<file path="src/rtl/circle_outside_mask_spans_top_defines.svh">
// Assertion macros used by the span output stage of the circle mask span RTL.
`ifndef CIRCLE_OUTSIDE_MASK_SPANS_TOP_DEFINES_SVH
`define CIRCLE_OUTSIDE_MASK_SPANS_TOP_DEFINES_SVH

`ifndef NO_ASSERTIONS

// Same-cycle implication, disabled during reset.
`define COMS_ASSERT_NOW(label, clk, rst, ante, cons) \
  label: assert property (@(posedge clk) disable iff (rst) (ante) |-> (cons)) \
    else $error("coms assertion failed");

// Next-cycle implication, disabled during reset.
`define COMS_ASSERT_NEXT(label, clk, rst, ante, cons) \
  label: assert property (@(posedge clk) disable iff (rst) (ante) |=> (cons)) \
    else $error("coms assertion failed");

`else

`define COMS_ASSERT_NOW(label, clk, rst, ante, cons)
`define COMS_ASSERT_NEXT(label, clk, rst, ante, cons)

`endif

`endif

</file>
<file path="src/rtl/coms_pkg.sv">
// Shared types and constants for the circle mask span generator.
package coms_pkg;

  // Default screen geometry.
  localparam int DEF_SCREEN_WIDTH  = 1920;
  localparam int DEF_SCREEN_HEIGHT = 1080;

  // Field widths.
  localparam int COORD_W  = 12;
  localparam int RADIUS_W = 13;
  localparam int LEN_W    = 13;
  localparam int ROOT_W   = 13;
  localparam int REM_W    = 2 * ROOT_W;
  localparam int IDX_W    = 2;

  // Configuration register indexes.
  localparam logic [IDX_W-1:0] REG_CTR_COL = 2'd0;
  localparam logic [IDX_W-1:0] REG_CTR_ROW = 2'd1;
  localparam logic [IDX_W-1:0] REG_RADIUS  = 2'd2;

  // Configuration reset values.
  localparam logic [COORD_W-1:0]  RST_CTR_COL = 12'd960;
  localparam logic [COORD_W-1:0]  RST_CTR_ROW = 12'd540;
  localparam logic [RADIUS_W-1:0] RST_RADIUS  = 13'd0;

  // Control word that travels with each item down the pipeline.
  typedef struct packed {
    logic               valid;
    logic [COORD_W-1:0] row;
    logic               full;
    logic               off;
  } pipe_ctl_t;

endpackage

</file>
<file path="src/rtl/coms_front.sv">
// Front stages: row classification, squaring and radicand forming.
module coms_front import coms_pkg::*; #(
  parameter int SCREEN_HEIGHT = DEF_SCREEN_HEIGHT
) (
  input  logic                clk,
  input  logic                rst,
  input  logic                en,
  input  logic                load,
  input  logic [COORD_W-1:0]  row,
  input  logic [COORD_W-1:0]  ctr_row,
  input  logic [RADIUS_W-1:0] radius,
  output pipe_ctl_t           ctl_out,
  output logic [REM_W-1:0]    rem_out
);

  localparam logic [COORD_W:0] HEIGHT_C = (COORD_W+1)'(SCREEN_HEIGHT);

  logic [COORD_W:0]   diff;
  logic [COORD_W-1:0] dy_abs_next;
  pipe_ctl_t          ctl_next;

  pipe_ctl_t            ctl1;
  logic [COORD_W-1:0]   dy_abs;
  pipe_ctl_t            ctl2;
  logic [REM_W-1:0]     sq_r;
  logic [2*COORD_W-1:0] sq_dy;

  // Distance from the center row and range checks.
  always_comb begin
    diff              = {1'b0, row} - {1'b0, ctr_row};
    dy_abs_next       = diff[COORD_W] ? COORD_W'(-diff) : diff[COORD_W-1:0];
    ctl_next.valid    = load;
    ctl_next.row      = row;
    ctl_next.off      = ({1'b0, row} >= HEIGHT_C);
    ctl_next.full     = (radius == '0) || ({1'b0, dy_abs_next} > radius);
  end

  // Stage one: classified row.
  always_ff @(posedge clk) begin
    if (rst) begin
      ctl1.valid <= 1'b0;
    end else if (en) begin
      ctl1.valid <= ctl_next.valid;
    end
    if (en) begin
      ctl1.row  <= ctl_next.row;
      ctl1.full <= ctl_next.full;
      ctl1.off  <= ctl_next.off;
      dy_abs    <= dy_abs_next;
    end
  end

  // Stage two: both squares.
  always_ff @(posedge clk) begin
    if (rst) begin
      ctl2.valid <= 1'b0;
    end else if (en) begin
      ctl2.valid <= ctl1.valid;
    end
    if (en) begin
      ctl2.row  <= ctl1.row;
      ctl2.full <= ctl1.full;
      ctl2.off  <= ctl1.off;
      sq_r      <= radius * radius;
      sq_dy     <= dy_abs * dy_abs;
    end
  end

  // Stage three: radicand for the half width.
  always_ff @(posedge clk) begin
    if (rst) begin
      ctl_out.valid <= 1'b0;
    end else if (en) begin
      ctl_out.valid <= ctl2.valid;
    end
    if (en) begin
      ctl_out.row  <= ctl2.row;
      ctl_out.full <= ctl2.full;
      ctl_out.off  <= ctl2.off;
      rem_out      <= sq_r - {{(REM_W-2*COORD_W){1'b0}}, sq_dy};
    end
  end

endmodule

</file>
<file path="src/rtl/coms_sqrt_cell.sv">
// One cell of the square root chain: decides one bit of the root.
module coms_sqrt_cell import coms_pkg::*; #(
  parameter int BIT = 0
) (
  input  logic              clk,
  input  logic              rst,
  input  logic              en,
  input  pipe_ctl_t         ctl_in,
  input  logic [REM_W-1:0]  rem_in,
  input  logic [ROOT_W-1:0] root_in,
  output pipe_ctl_t         ctl_out,
  output logic [REM_W-1:0]  rem_out,
  output logic [ROOT_W-1:0] root_out
);

  logic [REM_W:0]    trial;
  logic              take;
  logic [REM_W-1:0]  rem_next;
  logic [ROOT_W-1:0] root_next;

  // Trial subtrahend is (2q + 2^BIT) * 2^BIT with q holding the bits above BIT.
  always_comb begin
    trial     = ((REM_W+1)'(root_in) << (BIT + 1)) | ((REM_W+1)'(1) << (2 * BIT));
    take      = ({1'b0, rem_in} >= trial);
    rem_next  = take ? REM_W'({1'b0, rem_in} - trial) : rem_in;
    root_next = take ? (root_in | (ROOT_W'(1) << BIT)) : root_in;
  end

  // Hand the partial result to the next cell.
  always_ff @(posedge clk) begin
    if (rst) begin
      ctl_out.valid <= 1'b0;
    end else if (en) begin
      ctl_out.valid <= ctl_in.valid;
    end
    if (en) begin
      ctl_out.row  <= ctl_in.row;
      ctl_out.full <= ctl_in.full;
      ctl_out.off  <= ctl_in.off;
      rem_out      <= rem_next;
      root_out     <= root_next;
    end
  end

endmodule

</file>
<file path="src/rtl/coms_span.sv">
// Span forming and output stage with a one-entry hold for the second span.
`include "circle_outside_mask_spans_top_defines.svh"

module coms_span import coms_pkg::*; #(
  parameter int SCREEN_WIDTH = DEF_SCREEN_WIDTH
) (
  input  logic               clk,
  input  logic               rst,
  input  pipe_ctl_t          ctl,
  input  logic [ROOT_W-1:0]  root,
  input  logic [COORD_W-1:0] ctr_col,
  output logic               advance,
  output logic               busy,
  output logic               result_valid,
  output logic [COORD_W-1:0] span_row,
  output logic [COORD_W-1:0] span_start,
  output logic [LEN_W-1:0]   span_length,
  output logic               last_span
);

  localparam logic [LEN_W-1:0] WIDTH_C    = LEN_W'(SCREEN_WIDTH);
  localparam logic [LEN_W:0]   WIDTH_M1_C = (LEN_W+1)'(SCREEN_WIDTH - 1);

  logic [LEN_W:0]     left;
  logic [LEN_W:0]     right;
  logic               left_hit;
  logic               right_hit;
  logic [LEN_W-1:0]   left_len;
  logic [COORD_W-1:0] right_start;
  logic [LEN_W-1:0]   right_len;
  logic               any_span;
  logic               two_spans;
  logic               first_last;
  logic [COORD_W-1:0] first_start;
  logic [LEN_W-1:0]   first_len;

  logic               pend_valid;
  logic [COORD_W-1:0] pend_start;
  logic [LEN_W-1:0]   pend_len;

  // Edges of the circle on this row and the spans outside it.
  always_comb begin
    left        = {2'b00, ctr_col} - {1'b0, root};
    right       = {2'b00, ctr_col} + {1'b0, root};
    left_hit    = !left[LEN_W] && (left != '0);
    left_len    = (left[LEN_W-1:0] > WIDTH_C) ? WIDTH_C : left[LEN_W-1:0];
    right_hit   = (right < WIDTH_M1_C);
    right_start = COORD_W'(right + 1'b1);
    right_len   = WIDTH_C - {1'b0, right_start};
  end

  // Pick the first span of the item and whether a second one follows.
  always_comb begin
    any_span    = 1'b0;
    two_spans   = 1'b0;
    first_last  = 1'b1;
    first_start = '0;
    first_len   = WIDTH_C;
    if (ctl.off) begin
      any_span = 1'b0;
    end else if (ctl.full) begin
      any_span = 1'b1;
    end else if (left_hit) begin
      any_span   = 1'b1;
      first_len  = left_len;
      two_spans  = right_hit;
      first_last = !right_hit;
    end else if (right_hit) begin
      any_span    = 1'b1;
      first_start = right_start;
      first_len   = right_len;
    end
  end

  // The pipeline holds while the second span goes out.
  assign advance = !pend_valid;
  assign busy    = pend_valid;

  // Output strobe and the hold flag.
  always_ff @(posedge clk) begin
    if (rst) begin
      result_valid <= 1'b0;
      pend_valid   <= 1'b0;
    end else if (pend_valid) begin
      result_valid <= 1'b1;
      pend_valid   <= 1'b0;
    end else begin
      result_valid <= ctl.valid && any_span;
      pend_valid   <= ctl.valid && any_span && two_spans;
    end
  end

  // Output payload and the held second span.
  always_ff @(posedge clk) begin
    if (pend_valid) begin
      span_start  <= pend_start;
      span_length <= pend_len;
      last_span   <= 1'b1;
    end else if (ctl.valid) begin
      span_row    <= ctl.row;
      span_start  <= first_start;
      span_length <= first_len;
      last_span   <= first_last;
      pend_start  <= right_start;
      pend_len    <= right_len;
    end
  end

  // A held span goes out in the very next cycle as the row's last one.
  `COMS_ASSERT_NEXT(a_pend_emits, clk, rst, pend_valid, result_valid && last_span)
  // The hold never lasts more than one cycle.
  `COMS_ASSERT_NEXT(a_pend_single, clk, rst, pend_valid, !pend_valid)
  // Every emitted span is non-empty and fits the screen.
  `COMS_ASSERT_NOW(a_len_range, clk, rst, result_valid,
                   (span_length != '0) && (span_length <= WIDTH_C))

endmodule

</file>
<file path="src/rtl/circle_outside_mask_spans_top.sv">
// Top level of the circle mask span generator.
//
// Usage: drive row with start high; the row is taken at a clock edge where
// start is high and busy is low. For every taken row the block gives zero,
// one or two spans of masked pixels on span_row, span_start, span_length and
// last_span, each marked by result_valid for exactly one cycle; the final
// span of a row carries last_span. Rows at or past the screen height give
// no span. The receiver must take each span in the cycle it is shown.
// A row passes three front stages, thirteen square root cells and one output
// register before its first span goes out. One row is taken per cycle while
// busy is low; for a row with two spans the second goes out from a one-entry
// hold while busy stalls the chain. The half width comes from thirteen cells,
// one root bit each. Configuration (center column, center row, radius) is written
// through wr_en, wr_index and wr_data; the user must do so only while no row is
// in flight, which the block itself does not enforce. Reset restores the register
// defaults and empties the chain; no clearing pass is needed.
module circle_outside_mask_spans_top import coms_pkg::*; #(
  parameter int SCREEN_WIDTH  = DEF_SCREEN_WIDTH,
  parameter int SCREEN_HEIGHT = DEF_SCREEN_HEIGHT
) (
  input  logic                clk,
  input  logic                rst,
  input  logic                start,
  output logic                busy,
  input  logic [COORD_W-1:0]  row,
  input  logic                wr_en,
  input  logic [IDX_W-1:0]    wr_index,
  input  logic [RADIUS_W-1:0] wr_data,
  output logic                result_valid,
  output logic [COORD_W-1:0]  span_row,
  output logic [COORD_W-1:0]  span_start,
  output logic [LEN_W-1:0]    span_length,
  output logic                last_span
);

  logic [COORD_W-1:0]  ctr_col;
  logic [COORD_W-1:0]  ctr_row;
  logic [RADIUS_W-1:0] radius;

  logic advance;
  logic load;

  pipe_ctl_t         chain_ctl  [ROOT_W+1];
  logic [REM_W-1:0]  chain_rem  [ROOT_W+1];
  logic [ROOT_W-1:0] chain_root [ROOT_W+1];

  // Configuration registers.
  always_ff @(posedge clk) begin
    if (rst) begin
      ctr_col <= RST_CTR_COL;
      ctr_row <= RST_CTR_ROW;
      radius  <= RST_RADIUS;
    end else if (wr_en) begin
      case (wr_index)
        REG_CTR_COL: ctr_col <= wr_data[COORD_W-1:0];
        REG_CTR_ROW: ctr_row <= wr_data[COORD_W-1:0];
        REG_RADIUS:  radius  <= wr_data;
        default: ;
      endcase
    end
  end

  assign load = start && !busy;

  // Row classification and radicand.
  coms_front #(
    .SCREEN_HEIGHT(SCREEN_HEIGHT)
  ) u_front (
    .clk      (clk),
    .rst      (rst),
    .en       (advance),
    .load     (load),
    .row      (row),
    .ctr_row  (ctr_row),
    .radius   (radius),
    .ctl_out  (chain_ctl[0]),
    .rem_out  (chain_rem[0])
  );

  assign chain_root[0] = '0;

  // Square root chain, most significant root bit first.
  for (genvar k = 0; k < ROOT_W; k++) begin : g_cell
    coms_sqrt_cell #(
      .BIT(ROOT_W - 1 - k)
    ) u_cell (
      .clk      (clk),
      .rst      (rst),
      .en       (advance),
      .ctl_in   (chain_ctl[k]),
      .rem_in   (chain_rem[k]),
      .root_in  (chain_root[k]),
      .ctl_out  (chain_ctl[k+1]),
      .rem_out  (chain_rem[k+1]),
      .root_out (chain_root[k+1])
    );
  end

  // Span forming and output.
  coms_span #(
    .SCREEN_WIDTH(SCREEN_WIDTH)
  ) u_span (
    .clk          (clk),
    .rst          (rst),
    .ctl          (chain_ctl[ROOT_W]),
    .root         (chain_root[ROOT_W]),
    .ctr_col      (ctr_col),
    .advance      (advance),
    .busy         (busy),
    .result_valid (result_valid),
    .span_row     (span_row),
    .span_start   (span_start),
    .span_length  (span_length),
    .last_span    (last_span)
  );

endmodule

</file>
<file path="config.mk">
export PLATFORM = sky130hd
export DESIGN_NAME = circle_outside_mask_spans_top
export DESIGN_NICKNAME = d
export VERILOG_FILES = /design/src/rtl/coms_pkg.sv /design/src/rtl/coms_front.sv /design/src/rtl/coms_sqrt_cell.sv /design/src/rtl/coms_span.sv /design/src/rtl/circle_outside_mask_spans_top.sv
export VERILOG_INCLUDE_DIRS = /design/src /design/src/rtl
export SDC_FILE = /design/constraint.sdc
export NUM_CORES = 2
export LEC_CHECK = 0
export BUFFER_PORTS_ARGS = -buffer_cell sky130_fd_sc_hd__buf_2
export CORE_UTILIZATION = 53
export CTS_BUF_LIST = sky130_fd_sc_hd__clkbuf_4 sky130_fd_sc_hd__clkbuf_8 sky130_fd_sc_hd__clkbuf_16
export DETAILED_ROUTE_END_ITERATION = 8
export PLACE_DENSITY = 0.69
export SYNTH_ARGS = -nofsm -noshare
export SYNTH_HDL_FRONTEND = slang
export SYNTH_SLANG_ARGS = --single-unit
</file>
<file path="constraint.sdc">
create_clock -name clk -period 19.46 [get_ports clk]
set_clock_uncertainty 0.1 [all_clocks]
set_input_delay 0.973 -clock clk [delete_from_list [all_inputs] [get_ports clk]]
set_output_delay 0.973 -clock clk [all_outputs]
set_load 0.05 [all_outputs]
</file>
* Word-level counts from Yosys, hierarchy flattened *
Index checks and enable logic that the tools add are counted.

word-level totals
  bits of input ports = 31
  bits in registers = 911
  output and inout port bits = 40
  logic and storage cells = 212

cells by class
  order comparisons = 17
  multiplexer cells = 38
  bitwise gates (word level) = 1
  eq/ne operators = 2
  reduce and logical (&&, ||, !) cells = 17
  $mul = 2
  $add $sub $neg = 19

operator list
  kind                                                   number
  2-to-1 mux 26 bit                                      12
  2-to-1 mux 13 bit                                      8
  2-to-1 mux 12 bit                                      7
  subtractor 26 x 24 -> 26 bit                           2
  >= comparator 26 x 14 -> 1 bit                         1
  >= comparator 26 x 15 -> 1 bit                         1
  >= comparator 26 x 16 -> 1 bit                         1
  >= comparator 26 x 17 -> 1 bit                         1
  >= comparator 26 x 18 -> 1 bit                         1
  >= comparator 26 x 19 -> 1 bit                         1
  >= comparator 26 x 20 -> 1 bit                         1
  >= comparator 26 x 21 -> 1 bit                         1
  >= comparator 26 x 22 -> 1 bit                         1
  >= comparator 26 x 23 -> 1 bit                         1
  >= comparator 26 x 24 -> 1 bit                         1
  >= comparator 26 x 25 -> 1 bit                         1
  >= comparator 26 x 25 -> 1 bit, second input constant  1
  multiplier 13 x 13 -> 26 bit                           1
  subtractor 26 x 15 -> 26 bit                           1
  subtractor 26 x 16 -> 26 bit                           1
  subtractor 26 x 17 -> 26 bit                           1
  subtractor 26 x 18 -> 26 bit                           1
  subtractor 26 x 19 -> 26 bit                           1
  subtractor 26 x 20 -> 26 bit                           1
  other kinds (29)                                       47

* Depth between registers and ports, before layout *
  depth in word-level cells = 9
  mapped depth = 24
  mapped depth without buffers = 23

* Modules after synthesis *
A second synthesis with hierarchy kept.

unflattened totals
  cell total of the unflattened synthesis = 4644
  area, all modules = 54860.1 um^2

modules (own cells, without submodules)
  module                               times used  seq. area each (um^2)  cells an instance  area an instance (um^2)
  coms_front                           1           3903.7                 1516               14986.9
  coms_span                            1           1891.8                 376                4007.6
  coms_sqrt_cell at g_cell[12].u_cell  1           1611.5                 259                2920.3
  coms_sqrt_cell at g_cell[10].u_cell  1           1611.5                 212                2727.6
  coms_sqrt_cell at g_cell[8].u_cell   1           1611.5                 210                2697.6
  coms_sqrt_cell at g_cell[11].u_cell  1           1611.5                 216                2682.6
  coms_sqrt_cell at g_cell[9].u_cell   1           1611.5                 205                2678.8
  coms_sqrt_cell at g_cell[4].u_cell   1           1611.5                 192                2635.0
  coms_sqrt_cell at g_cell[7].u_cell   1           1611.5                 195                2625.0
  coms_sqrt_cell at g_cell[5].u_cell   1           1611.5                 188                2585.0
  coms_sqrt_cell at g_cell[6].u_cell   1           1611.5                 195                2582.5
  coms_sqrt_cell at g_cell[0].u_cell   1           1611.5                 178                2577.5
  coms_sqrt_cell at g_cell[2].u_cell   1           1611.5                 176                2552.4
  coms_sqrt_cell at g_cell[1].u_cell   1           1611.5                 195                2542.4
  +2 rows                              --          --                     --                 --

* Least setup slack after synthesis *
Ideal clock, no wire load.

  path type = reg-to-reg
  start = register u_span.pend_valid, in the netlist u_span.busy
  end = register u_span.span_length[10] (data pin)
  period minus slack after synthesis = 16333 ps
  data arrival time = 16025 ps
  slack = 3127 ps
  cell stages (with the launch flop) = 4
  setup time = 208 ps
  data required time = 19152 ps
  cell sequence = dfxtp_1 > clkbuf_1 > inv_1 > o221a_1

between the ends
  cells in the longest elaborated chain, start to end = 1

ends and longest elaborated chain
  element                 RTL line          RTL
  start, declared         coms_span.sv:37   logic pend_valid;
  start signal, assigned  coms_span.sv:89   pend_valid <= ctl.valid && any_span && two_spans;
  2-to-1 mux 13 bit       coms_span.sv:95   if (pend_valid) begin
  end signal, assigned    coms_span.sv:97   span_length <= pend_len;
  end signal, assigned    coms_span.sv:102  span_length <= first_len;
  end, declared           coms_span.sv:17   output logic [LEN_W-1:0] span_length,

No other way between the ends.
A chain may end at the register's enable or synchronous reset.

* Final worst setup path *
  start = register radius[3]
  end = register u_front.sq_r[25] (data pin)

between the ends
  cells in the longest elaborated chain, start to end = 1

ends and longest elaborated chain
  element                       RTL line                             RTL
  start, declared               circle_outside_mask_spans_top.sv:38  logic [RADIUS_W-1:0] radius;
  start signal, assigned        circle_outside_mask_spans_top.sv:57  REG_RADIUS: radius <= wr_data;
  multiplier 13 x 13 -> 26 bit  coms_front.sv:64                     sq_r <= radius * radius;
  end signal, assigned          coms_front.sv:64
  end, declared                 coms_front.sv:25                     logic [REM_W-1:0] sq_r;

No other way between the ends.

==> flow_summary.yaml <==
routing:
  detail-route-antenna-nets: 0
  drc_errors: 0
  vias: 25900
  wire_per_inst_um: 16.1
  viasPerCell: 5.25
  finalWirelength_um: 79500
  first_pass_iters: 6
  dr.first_iter.drc_count: 1627
floorplan:
  die-width_um: 293
  die_area_um2: 85700
  pin_count: 71
  core.rowCount: 106
  chipHeight_um: 293
  core_um2: 83700
  start_util_pct: 53.5
logic_synthesis:
  synth_seq_cells: 830
  avgSynthCellArea_um2: 12.3
  ys_warn_count: 0
  synth_cells: 3649
  synth_edf_count: 774
  syn_area_um2: 44800
  ys_seq_area_share_pct: 54.4
  ys_types: 99
  synthFlopType: "edfxtp_1"
  ys_async_sr_fraction_pct: 0
  synth_fp_nets: 4163
clocking:
  clock_path_buffers: 3
  clock_latency_ns: 0.64
  ctsHoldBuffers: 0
  post-cts-setup-buffers: 0
  cts_root_buf: "clkbuf_16"
  numCtsBuffers: 87
  h-tree-depth: 3
  post_cts_resized: 0
  cts.sinks: 830
  clkTransAtPathRegs_ns: 0.06
  cts_tree: "done"
worst_setup_path:
  worstPathArrival_ns: 6.77
  slowest_delay_ns: 0.68
  end_kind: "register"
  cpMostUsedCell: "inv_1"
  critPathSlowestCell: "dfxtp_1"
  crit_chain: "inv_1 -> nor2_1 -> inv_1 -> fa_1 -> inv_1 -> fa_1 -> inv_1 -> fa_1 -> inv_1 -> fa_1 -> inv_1 -> fa_1 -> inv_1 -> ha_1 -> a21o_1 -> a211oi_1 -> o2bb2ai_1 -> a21oi_1 -> nand4_1 -> nand4_1 -> a31oi_1 -> o21ai_0 -> xnor2_1"
  critPathLaunchType: "register"
  crit_family: "adder cells"
  crit_fanout: 14
  crit_buf_inv: 7
  path_class: "register to register"
  cp.required_ns: 19.72
cells_and_area:
  final_area_um2: 49300
  drive_above_1_share_pct: 7.88
  area_growth_pct: 10.1
  final_cell_mix: "774 x edfxtp_1, 558 x inv_1, 300 x ha_1"
  nNetsFinal: 4251
  final_common_cell: "edfxtp_1"
  n_antenna_cell: 0
global_routing:
  overflow: 0
  use_met2_pct: 33.5
  grt_util_met3_pct: 2.59
  grt_max_degree: 217
  grt_pass1_vias: 26200
  grt_use_met1_pct: 25.3
  grt_first_pass_wirelength_um: 132000
  antenna_found_initial: 0
  top_usage_layer: "met2"
  grt_usage_pct: 19.3
placed_design:
  gp_congestion: 0.868
  post-dp-hpwl_um: 57600
  place.port_buffers: 70
  dpl_cell_area_um2: 46300
timing:
  fmax_ghz: 0.154
  slew_viol_final: 0
  finalCriticalPeriod_ns: 6.51
  hold_viol_final: 0
  fin_crit_sh_pct: 33.5
  fin_setup_tns_ns: 0
  rsz0062_at_grt: "no"
  finalSetupViolations: 0
  relSlewSlack_pct: 17.1
  worst_pin_slew_ns: 1.24
power:
  p_leak_nw: 21.0
  vdd_drop_max_mv: 0.732
  p_per_area_nw_per_um2: 183
worst_hold_path:
  hold_path_class: "register to register"
job:
  drv_cap: 0
status:
  status: "finished clean"
[per-stage QoR]
step / std cells / hold WS (ns) / utilization, % / total power (W) / setup WS [ns]
after floorplan: 3649 / 0.300 / - / 0.00635 / 3.13
after global placement: 4782 / 0.300 / 55.3 / 0.00734 / 13.21
after detailed placement: 4782 / 0.305 / 55.3 / 0.00742 / 13.01
after CTS: 4942 / 0.297 / 58.9 / 0.00917 / 12.95
after global routing: 4942 / 0.297 / 58.9 / 0.00984 / 12.55
final: 4942 / 0.302 / 58.9 / 0.00902 / 12.95
[sequential cells by signal (all words and copies together) (netlist names), 13 cells and up]
register	cells
g_cell.u_cell.rem_out	312
g_cell.u_cell.ctl_out	195
g_cell.u_cell.root_out	91
u_front.rem_out	26
u_front.sq_r	25
u_front.sq_dy	23
u_front.ctl1	15
u_front.ctl2	15
u_front.ctl_out	15
radius	13
u_span.pend_len	13
u_span.span_length	13
[routing by layer]
metal	up-vias	wire length [um]
met1	12500	35000
met2	418	39800
met3	115	3010
li1	12900	-
met4	0	1710
met5	-	0
[Yosys cell counts (all sizes together), types with 18 or more instances]
cell type | count | share of area [%]
fa | 183 | 8.2
nand3 | 40 | 0.46
a21oi | 165 | 1.9
nor2b | 36 | 0.51
xnor2 | 150 | 3.1
a21o | 43 | 0.72
clkbuf | 66 | 0.62
o21a | 51 | 0.85
edfxtp | 774 | 52
nor3 | 74 | 0.85
o21ai | 112 | 1.3
a211oi | 22 | 0.37
nand4 | 28 | 0.39
ha | 300 | 8.4
and2 | 66 | 0.92
a31oi | 19 | 0.27
nand2b | 35 | 0.49
nor2 | 183 | 1.6
nor4 | 50 | 0.71
or3 | 24 | 0.36
inv | 559 | 4.7
mux2i | 18 | 0.40
nand2 | 253 | 2.1
xor2 | 88 | 1.8
dfxtp | 56 | 2.5
[kinds of logic (layout without fill, tap and decap cells)]
group / count (synthesis) / count (layout) / synth area share, %
AOI/OAI and AO/OA: 527 / 527 / 7.66
xor gates and xnor gates: 238 / 238 / 4.81
adders and majority gates: 483 / 483 / 16.6
buffers and inverters: 641 / 800 / 5.55
DFF: 830 / 830 / 54.4
muxes: 31 / 31 / 0.729
and+or+nand+nor: 899 / 899 / 10.3
[final cells by class]
type | count | area (um^2)
repair buffers | 79 | 443
inverters | 561 | 2110
multi-input cells | 2178 | 18000
well taps | 1134 | 1420
flip-flops and latches | 830 | 24400
clock inverters | 51 | 586
fillers | 6692 | 34400
clock buffers | 109 | 2410
[worst paths after layout]
kind	startpoint	end	slack, ns	cells after the start
hold / removal	u_front.ctl_out[0]	g_cell[0].u_cell.ctl_out[0]	0.30	0
setup / recovery	radius[3]	u_front.sq_r[25]	12.95	23
setup reg to reg	radius[3]	u_front.sq_r[25]	12.95	23
hold reg to reg	u_front.ctl_out[0]	g_cell[0].u_cell.ctl_out[0]	0.30	0
[power by group]
part / internal [W] / total (W) / switching [W]
registers: 0.00277 / 0.00306 / 0.000287
clock network: 0.00101 / 0.00170 / 0.000690
logic: 0.00189 / 0.00427 / 0.00238
Power figures use the tool's default switching activity.
